[src/wbcd_pkg.sv]
// ----------------------------------------------------------------------------
// wbcd_pkg - shared types and constants of the weighted BCD codec
// Register indexes, digit limits and the greedy digit code builder.
// ----------------------------------------------------------------------------
package wbcd_pkg;

    localparam int unsigned MAX_DIGITS = 4;
    localparam int unsigned NUM_CODES  = 10;

    localparam logic [2:0] REG_WEIGHT_MSB    = 3'd0;
    localparam logic [2:0] REG_WEIGHT_SECOND = 3'd1;
    localparam logic [2:0] REG_WEIGHT_THIRD  = 3'd2;
    localparam logic [2:0] REG_WEIGHT_LSB    = 3'd3;
    localparam logic [2:0] REG_DIGIT_COUNT   = 3'd4;

    localparam logic [3:0] RST_WEIGHT_MSB    = 4'd8;
    localparam logic [3:0] RST_WEIGHT_SECOND = 4'd4;
    localparam logic [3:0] RST_WEIGHT_THIRD  = 4'd2;
    localparam logic [3:0] RST_WEIGHT_LSB    = 4'd1;
    localparam logic [2:0] RST_DIGIT_COUNT   = 3'd3;

    // reciprocal of ten, exact for any 16-bit dividend after >> DIV10_SHIFT
    localparam logic [15:0] DIV10_MUL   = 16'd52429;
    localparam int unsigned DIV10_SHIFT = 19;
    // reciprocal of ten for the small top quotient (below 128)
    localparam logic [7:0]  DIV10_SMALL_MUL   = 8'd205;
    localparam int unsigned DIV10_SMALL_SHIFT = 11;

    localparam logic [15:0] POW10 [MAX_DIGITS] = '{16'd1, 16'd10, 16'd100, 16'd1000};

    typedef logic [3:0] nibble_t;
    typedef logic [5:0] dsum_t;

    // Greedy code: try weights from bit 3 down, take while remainder allows.
    function automatic nibble_t digit_code(input logic [3:0] digit,
                                           input logic [3:0] w3,
                                           input logic [3:0] w2,
                                           input logic [3:0] w1,
                                           input logic [3:0] w0);
        logic [3:0] rem;
        nibble_t    code;
        rem  = digit;
        code = '0;
        if (rem >= w3)
        begin
            rem     = rem - w3;
            code[3] = 1'b1;
        end
        if (rem >= w2)
        begin
            rem     = rem - w2;
            code[2] = 1'b1;
        end
        if (rem >= w1)
        begin
            rem     = rem - w1;
            code[1] = 1'b1;
        end
        if (rem >= w0)
        begin
            code[0] = 1'b1;
        end
        return code;
    endfunction

endpackage

[src/weighted_bcd_codec_top.sv]
// ----------------------------------------------------------------------------
// weighted_bcd_codec_top - binary <-> weighted BCD converter
// Encodes a binary value into packed weighted digit codes, or decodes
// packed codes back to binary, with configurable bit weights.
// ----------------------------------------------------------------------------
// Usage:
//   Input beats arrive on s_*: s_tuser selects the command (0 encode,
//   1 decode), s_tdata carries the operand. Each input beat yields exactly
//   one output beat on m_*: m_tdata is the result, m_tuser the decode error.
//   The configuration port writes one register per cycle with cfg_wen high
//   (index 0..3 weights of code bits 3..0, index 4 digit count); write it
//   only while no beat is in flight.
//   Throughput: one beat per cycle unless the output stalls, set by a
//   six-register pipeline (input register, three divide-by-ten stages, one
//   digit stage, output register); every stage shifts together.
//   Reset clears all stage valid bits and loads the 8421 weights with a
//   digit count of three. When m_tready is low while a result waits, the
//   whole pipeline holds and s_tready drops; nothing is lost or repeated.
// ----------------------------------------------------------------------------
module weighted_bcd_codec_top (
    input  logic        clk,
    input  logic        rst_n,
    input  logic        s_tvalid,
    output logic        s_tready,
    input  logic [15:0] s_tdata,   // [15:0] operand
    input  logic        s_tuser,   // [0] cmd
    output logic        m_tvalid,
    input  logic        m_tready,
    output logic [15:0] m_tdata,   // [15:0] result
    output logic        m_tuser,   // [0] error
    input  logic        cfg_wen,
    input  logic [2:0]  cfg_index,
    input  logic [3:0]  cfg_wdata
);
    import wbcd_pkg::*;

    // configuration
    logic [3:0] w_msb_reg, w_second_reg, w_third_reg, w_lsb_reg;
    logic [2:0] digit_count_reg;
    nibble_t    code_tab_reg  [NUM_CODES];
    nibble_t    code_tab_next [NUM_CODES];
    logic [2:0] nact;

    // pipeline control
    logic adv;
    logic v1_reg, v2_reg, v3_reg, v4_reg, v5_reg, out_valid_reg;

    // stage 1: input register
    logic        s1_cmd_reg;
    logic [15:0] s1_opnd_reg;

    // stage 2: first quotient, decode digit sums
    logic        s2_cmd_reg;
    logic [15:0] s2_opnd_reg;
    logic [12:0] s2_q1_reg;
    dsum_t       s2_dsum_reg [MAX_DIGITS];
    logic [MAX_DIGITS-1:0] s2_hit_reg;
    dsum_t       s2_dsum_next [MAX_DIGITS];
    logic [MAX_DIGITS-1:0] s2_hit_next;

    // stage 3: digit 0, second quotient, weighted decode terms
    logic        s3_cmd_reg;
    logic [3:0]  s3_d0_reg;
    logic [12:0] s3_q1_reg;
    logic [9:0]  s3_q2_reg;
    logic [15:0] s3_term_reg [MAX_DIGITS];
    logic        s3_err_reg;
    logic [15:0] s3_term_next [MAX_DIGITS];
    logic        s3_err_next;

    // stage 4: digit 1, third quotient, decode sum
    logic        s4_cmd_reg;
    logic [3:0]  s4_d0_reg, s4_d1_reg;
    logic [9:0]  s4_q2_reg;
    logic [6:0]  s4_q3_reg;
    logic [15:0] s4_sum_reg;
    logic        s4_err_reg;

    // stage 5: digits 2 and 3
    logic        s5_cmd_reg;
    nibble_t     s5_dig_reg [MAX_DIGITS];
    logic [15:0] s5_sum_reg;
    logic        s5_err_reg;
    logic [3:0]  s5_d3_next;

    // output register
    logic [15:0] out_result_reg, out_result_next;
    logic        out_error_reg, out_error_next;

    // ------------------------------------------------------------------
    // configuration registers and code table
    // ------------------------------------------------------------------
    always_comb
    begin
        for (int j = 0; j < NUM_CODES; j++)
        begin
            code_tab_next[j] = digit_code(4'(j), w_msb_reg, w_second_reg,
                                          w_third_reg, w_lsb_reg);
        end
    end

    always_ff @(posedge clk or negedge rst_n)
    begin
        if (!rst_n)
        begin
            w_msb_reg       <= RST_WEIGHT_MSB;
            w_second_reg    <= RST_WEIGHT_SECOND;
            w_third_reg     <= RST_WEIGHT_THIRD;
            w_lsb_reg       <= RST_WEIGHT_LSB;
            digit_count_reg <= RST_DIGIT_COUNT;
            for (int j = 0; j < NUM_CODES; j++)
            begin
                code_tab_reg[j] <= 4'(j);
            end
        end
        else
        begin
            if (cfg_wen)
            begin
                unique case (cfg_index)
                    REG_WEIGHT_MSB:    w_msb_reg       <= cfg_wdata;
                    REG_WEIGHT_SECOND: w_second_reg    <= cfg_wdata;
                    REG_WEIGHT_THIRD:  w_third_reg     <= cfg_wdata;
                    REG_WEIGHT_LSB:    w_lsb_reg       <= cfg_wdata;
                    REG_DIGIT_COUNT:   digit_count_reg <= cfg_wdata[2:0];
                    default:           ;
                endcase
            end
            for (int j = 0; j < NUM_CODES; j++)
            begin
                code_tab_reg[j] <= code_tab_next[j];
            end
        end
    end

    assign nact = (digit_count_reg > 3'(MAX_DIGITS)) ? 3'(MAX_DIGITS) : digit_count_reg;

    // ------------------------------------------------------------------
    // pipeline control: every stage shifts while the output is free
    // ------------------------------------------------------------------
    assign adv      = !out_valid_reg || m_tready;
    assign s_tready = adv;

    always_ff @(posedge clk or negedge rst_n)
    begin
        if (!rst_n)
        begin
            v1_reg        <= 1'b0;
            v2_reg        <= 1'b0;
            v3_reg        <= 1'b0;
            v4_reg        <= 1'b0;
            v5_reg        <= 1'b0;
            out_valid_reg <= 1'b0;
        end
        else if (adv)
        begin
            v1_reg        <= s_tvalid;
            v2_reg        <= v1_reg;
            v3_reg        <= v2_reg;
            v4_reg        <= v3_reg;
            v5_reg        <= v4_reg;
            out_valid_reg <= v5_reg;
        end
    end

    // ------------------------------------------------------------------
    // datapath logic
    // ------------------------------------------------------------------
    // decode: per nibble, add every digit whose code matches
    always_comb
    begin
        for (int i = 0; i < MAX_DIGITS; i++)
        begin
            s2_dsum_next[i] = '0;
            s2_hit_next[i]  = 1'b0;
            for (int j = 0; j < NUM_CODES; j++)
            begin
                if (code_tab_reg[j] == s1_opnd_reg[4*i +: 4])
                begin
                    s2_dsum_next[i] = s2_dsum_next[i] + 6'(j);
                    s2_hit_next[i]  = 1'b1;
                end
            end
        end
    end

    // decode: scale each digit sum, flag unmatched active nibbles, drop nibbles beyond the digit count
    always_comb
    begin
        s3_err_next = 1'b0;
        for (int i = 0; i < MAX_DIGITS; i++)
        begin
            if (3'(i) < nact)
            begin
                s3_term_next[i] = 16'(s2_dsum_reg[i]) * POW10[i];
                if (!s2_hit_reg[i])
                begin
                    s3_err_next = 1'b1;
                end
            end
            else
            begin
                s3_term_next[i] = '0;
            end
        end
    end

    // top digit of the small quotient
    always_comb
    begin
        logic [14:0] prod;
        logic [2:0]  q4;
        prod       = 15'(s4_q3_reg) * 15'(DIV10_SMALL_MUL);
        q4         = prod[DIV10_SMALL_SHIFT +: 3];
        s5_d3_next = 4'(s4_q3_reg - 7'(q4) * 7'd10);
    end

    // output: decode passes the sum (zero on error); encode packs codes of active digits, upper nibbles zero
    always_comb
    begin
        out_result_next = '0;
        out_error_next  = 1'b0;
        if (s5_cmd_reg)
        begin
            out_result_next = s5_err_reg ? 16'd0 : s5_sum_reg;
            out_error_next  = s5_err_reg;
        end
        else
        begin
            for (int i = 0; i < MAX_DIGITS; i++)
            begin
                for (int j = 0; j < NUM_CODES; j++)
                begin
                    if (3'(i) < nact && s5_dig_reg[i] == 4'(j))
                    begin
                        out_result_next[4*i +: 4] = code_tab_reg[j];
                    end
                end
            end
        end
    end

    // ------------------------------------------------------------------
    // stage registers
    // ------------------------------------------------------------------
    always_ff @(posedge clk)
    begin
        if (adv)
        begin
            // stage 1
            s1_cmd_reg  <= s_tuser;
            s1_opnd_reg <= s_tdata;

            // stage 2
            s2_cmd_reg  <= s1_cmd_reg;
            s2_opnd_reg <= s1_opnd_reg;
            s2_q1_reg   <= 13'((32'(s1_opnd_reg) * 32'(DIV10_MUL)) >> DIV10_SHIFT);
            s2_hit_reg  <= s2_hit_next;
            for (int i = 0; i < MAX_DIGITS; i++)
            begin
                s2_dsum_reg[i] <= s2_dsum_next[i];
            end

            // stage 3
            s3_cmd_reg <= s2_cmd_reg;
            s3_d0_reg  <= 4'(s2_opnd_reg - 16'(s2_q1_reg) * 16'd10);
            s3_q1_reg  <= s2_q1_reg;
            s3_q2_reg  <= 10'((29'(s2_q1_reg) * 29'(DIV10_MUL)) >> DIV10_SHIFT);
            s3_err_reg <= s3_err_next;
            for (int i = 0; i < MAX_DIGITS; i++)
            begin
                s3_term_reg[i] <= s3_term_next[i];
            end

            // stage 4
            s4_cmd_reg <= s3_cmd_reg;
            s4_d0_reg  <= s3_d0_reg;
            s4_d1_reg  <= 4'(s3_q1_reg - 13'(s3_q2_reg) * 13'd10);
            s4_q2_reg  <= s3_q2_reg;
            s4_q3_reg  <= 7'((26'(s3_q2_reg) * 26'(DIV10_MUL)) >> DIV10_SHIFT);
            s4_sum_reg <= 16'(s3_term_reg[0] + s3_term_reg[1]
                              + s3_term_reg[2] + s3_term_reg[3]);
            s4_err_reg <= s3_err_reg;

            // stage 5
            s5_cmd_reg    <= s4_cmd_reg;
            s5_dig_reg[0] <= s4_d0_reg;
            s5_dig_reg[1] <= s4_d1_reg;
            s5_dig_reg[2] <= 4'(s4_q2_reg - 10'(s4_q3_reg) * 10'd10);
            s5_dig_reg[3] <= s5_d3_next;
            s5_sum_reg    <= s4_sum_reg;
            s5_err_reg    <= s4_err_reg;

            // output
            out_result_reg <= out_result_next;
            out_error_reg  <= out_error_next;
        end
    end

    assign m_tvalid = out_valid_reg;
    assign m_tdata  = out_result_reg;
    assign m_tuser  = out_error_reg;

    // ------------------------------------------------------------------
    // assertions
    // ------------------------------------------------------------------
    a_err_zero: assert property (@(posedge clk) disable iff (!rst_n)
        m_tvalid && m_tuser |-> m_tdata == 16'd0)
        else $error("decode error with nonzero result");

    a_accept_enters: assert property (@(posedge clk) disable iff (!rst_n)
        s_tvalid && s_tready |=> v1_reg)
        else $error("accepted beat missing from first stage");

    a_stall_blocks: assert property (@(posedge clk) disable iff (!rst_n)
        m_tvalid && !m_tready |-> !s_tready)
        else $error("input accepted while output stalled");

    a_hold_pipe: assert property (@(posedge clk) disable iff (!rst_n)
        m_tvalid && !m_tready |=> $stable(v5_reg) && m_tvalid)
        else $error("pipeline moved during stall");

endmodule

[config.mk]
export PLATFORM = sky130hd
export DESIGN_NAME = weighted_bcd_codec_top
export DESIGN_NICKNAME = d
export VERILOG_FILES = /design/src/wbcd_pkg.sv /design/src/weighted_bcd_codec_top.sv
export SDC_FILE = /design/constraint.sdc
export NUM_CORES = 1
export LEC_CHECK = 0
export ABC_AREA = 1
export BUFFER_PORTS_ARGS = -buffer_cell sky130_fd_sc_hd__buf_2
export CAP_MARGIN = 10
export CORE_MARGIN = 3
export CORE_UTILIZATION = 38
export CTS_CLUSTER_DIAMETER = 40
export CTS_CLUSTER_SIZE = 16
export DETAILED_ROUTE_END_ITERATION = 16
export PLACE_DENSITY = 0.56
export SKIP_LAST_GASP = 1
export SLEW_MARGIN = 10
export SYNTH_ARGS = -nofsm -noshare
export SYNTH_HDL_FRONTEND = slang
export SYNTH_SLANG_ARGS = --single-unit
[constraint.sdc]
create_clock -name clk -period 7.6 [get_ports clk]
set_input_delay 1.14 -clock clk [delete_from_list [all_inputs] [get_ports clk]]
set_output_delay 1.14 -clock clk [all_outputs]
set_load 0.02 [all_outputs]
==> flow_metrics.tcl <==
set metrics [dict create \
    status "finished, final reports clean" \
    tritoncts "built" \
    synthDominantAreaCellType "ha_1" \
    design.die.area_um2 91300 \
    chipHeight_um 302 \
    buffer_ports.inserted 47 \
    placementRows 107 \
    layout.filler_cells 8534 \
    overflow 0 \
    yosys.cell_count.top_type "inv_1" \
    ys_top_cells_by_count "inv_1, nand2_1, ha_1" \
    timing.final.max_slew_violations 0 \
    reg2reg_slack_ns 1.61 \
    endpoint "s2_q1_reg[12]" \
    post_drt_wl_per_cell_um 17.0 \
    detail_route.first_pass.iterations 9 \
    clock.fmax_mhz 167 \
    critical_path.slowest_cell "edfxtp_1" \
    layout_min_cycle_time_ns 5.99 \
    hold_path_class "flop to flop" \
    mean_instance_size_in_the_synthesized_netlist_um2 8.36 \
    final_util_pct 42.6 \
    route.detailed.vias_per_inst 5.01 \
    layout.nets 4843 \
    yosys_synthesis_warning_count 0 \
    clkSlewWorstSetupHoldPaths_ns 0.06 \
    busiest_layer "met2" \
    worstPathRequired_ns 7.91 \
    ys_top_cells_by_area "ha_1, edfxtp_1, fa_1" \
    grt_antenna_before_repair 2 \
    maximum_capacitance_violations 0 \
    post_detailed_route_drc_marker_count 0 \
    crit_path_end_kind "flop" \
    grt_util_met3_pct 3.00 \
    totalWireLength_um 88600 \
    area_growth_syn_to_layout_pct 9.94 \
    ys_seq_elements 275 \
    critPathMaxFanout 18 \
    cts.sink_count 275 \
    die_x_um 302 \
    placer_congestion_estimate 0.944 \
    first_global_vias 25642 \
    yosys.cell_types.count 64 \
    antenna_left 0 \
    largest_register_ff_count 40 \
    postSynth.topFlopCell "edfxtp_1" \
    critical_path_arrival_ns 6.30 \
    setup.worst_path.start_class "flop" \
    dp_worst_setup_slack_ns 1.70 \
    cts_setup_buffers 0 \
    grt_pass1_wl_um 141000 \
    worstSetupStartpoint "s1_opnd_reg[11]" \
    timing_worst_setup_path_type "flop to flop" \
    floorplan_core_area_um2 86100 \
    post_synth_inst_count 3985 \
    finClkSkew_ns 0.0407 \
    report.final.hold_viol_count 0 \
    drive_above_1_share_pct 7.85 \
    cts_root_buffer "clkbuf_16" \
    reg2reg_from "s1_opnd_reg[11]" \
    synth_top_area_share_pct 21.0 \
    synth.yosys.seq_area_share_pct 23.9 \
    timing.reg2reg.worst_path_depth 21 \
    num_vias 26186 \
    synth_nets 4789 \
    setup-violations-final 0 \
    r2r_end "s2_q1_reg[12]" \
    ios 48 \
    grt.met1_usage_pct 27.4 \
    global_route.usage.met2_pct 32.0 \
    tns_ns 0 \
    postSynth.asyncResetShare_pct 23.6 \
    setup_repair_after_global_routing_missed_its_margin "no" \
    grt_max_degree 180 \
    track_usage_pct 19.7 \
    tritoncts.num_buffers 49 \
    worst_skew_pair.late_latency_ns 0.61 \
    worst_pin_slew_ns 1.12 \
    final_min_period_over_clock_period_pct 78.8 \
    cts_max_level 2 \
    crit_path_cell_trace "ha_1, ha_1, inv_1, fa_1, inv_1, fa_1, fa_1, inv_1, fa_1, inv_1, ha_1, a21oi_1, o21a_1, o21ai_0, a21oi_1, nor2_1, o21ai_0, o211ai_1, a21o_1, a21oi_1, xor2_1" \
    starting_density_pct 38.7 \
    post_cts.resized_instances 0 \
    buffer_levels_on_the_longest_clock_path 3 \
    initialDrtViolationCount 1634 \
    cpPeakStageDelay_ns 0.91 \
    post-route-worst-setup-slack_ns 1.61 \
    holdBufCountCts 0 \
    timing.slew.headroom_pct 25.6 \
    detailedPlacementHpwl_um 71600 \
    synth-edff-count 210 \
    syn-cell-area_um2 33300 \
]
-- per-stage QoR --
stage	hold slack, ns	std cells	area, µm²
floorplan	0.400	3985	33300
global placement	0.402	5132	34800
detailed placement	0.405	5132	34800
CTS	0.418	5223	36600
global route	0.421	5223	36600
finish	0.417	5225	36600
-- per-layer routing --
layer	vias to the layer above	wire length, µm
li1	13101	-
met1	12257	40800
met2	685	40200
met3	141	5450
met4	2	2170
met5	-	20
-- worst max-delay path: cells and delay by family, from the launching register on --
kind            cells  cell delay (ns)
compound gates      8             1.35
xor+xnor            1             0.08
fa+ha+maj           7             3.06
buf+inv             4             0.21
flops               1             0.91
simple gates        1             0.09
-- cells in the final DEF, fill, tap and decap left out, types with 6 or more instances in the layout --
master	instances
inv_1	745
nand2_1	713
ha_1	558
nor2_1	313
fa_1	217
edfxtp_1	210
a21oi_1	201
o21ai_0	178
xor2_1	127
nand3_1	110
xnor2_1	70
nand2_2	57
clkbuf_16	49
buf_2	47
nand4_1	45
dfrtp_1	44
nor3_1	43
inv_2	23
dfstp_2	21
o211ai_1	18
nand3b_1	17
a31oi_1	16
or2_2	16
nand2_4	15
nor4_1	15
o22ai_1	13
nor2_2	13
o221ai_1	12
o21bai_1	11
o2111ai_1	11
buf_4	11
inv_6	10
a211oi_1	9
nand3_2	9
o21a_1	8
bufinv_16	8
o21ai_1	6
a21o_1	6
-- cells by family after synthesis --
family / Yosys count / synth area share [%]
other: 1 / 0.0113
adders and majority gates: 775 / 34.0
xor gates and xnor gates: 197 / 5.18
AOI/OAI and AO/OA: 520 / 8.93
DFF: 275 / 23.9
muxes: 5 / 0.169
buffers and inverters: 829 / 9.60
and+or+nand+nor: 1383 / 18.2
-- cell type report --
cell class	instances	area, µm²	share of cell area, %
clock inverter	37	562	1.53
multi-input combinational	2881	22200	60.5
inverter	773	2900	7.92
sequential	275	7960	21.7
antenna	2	5.00	0.0137
clock buffer	54	1260	3.45
tap	1144	1430	3.91
timing repair buffer	59	338	0.922
-- how the worst min path moves through the flow --
stage,start,endpoint,depth (start not counted)
4_1_cts,s4_q2_reg[0],s5_dig_reg[2][0],0
2_1_floorplan,s1_cmd_reg,s2_cmd_reg,0
3_5_place_dp,s4_q2_reg[0],s5_dig_reg[2][0],0
6_report,s4_sum_reg[2],s5_sum_reg[2],0
5_1_grt,s4_q2_reg[0],s5_dig_reg[2][0],0
3_3_place_gp,s4_d1_reg[3],s5_dig_reg[1][3],0
Power is not shown: default switching activity piles up to over one toggle a cycle in this logic, so the estimate is an artifact.
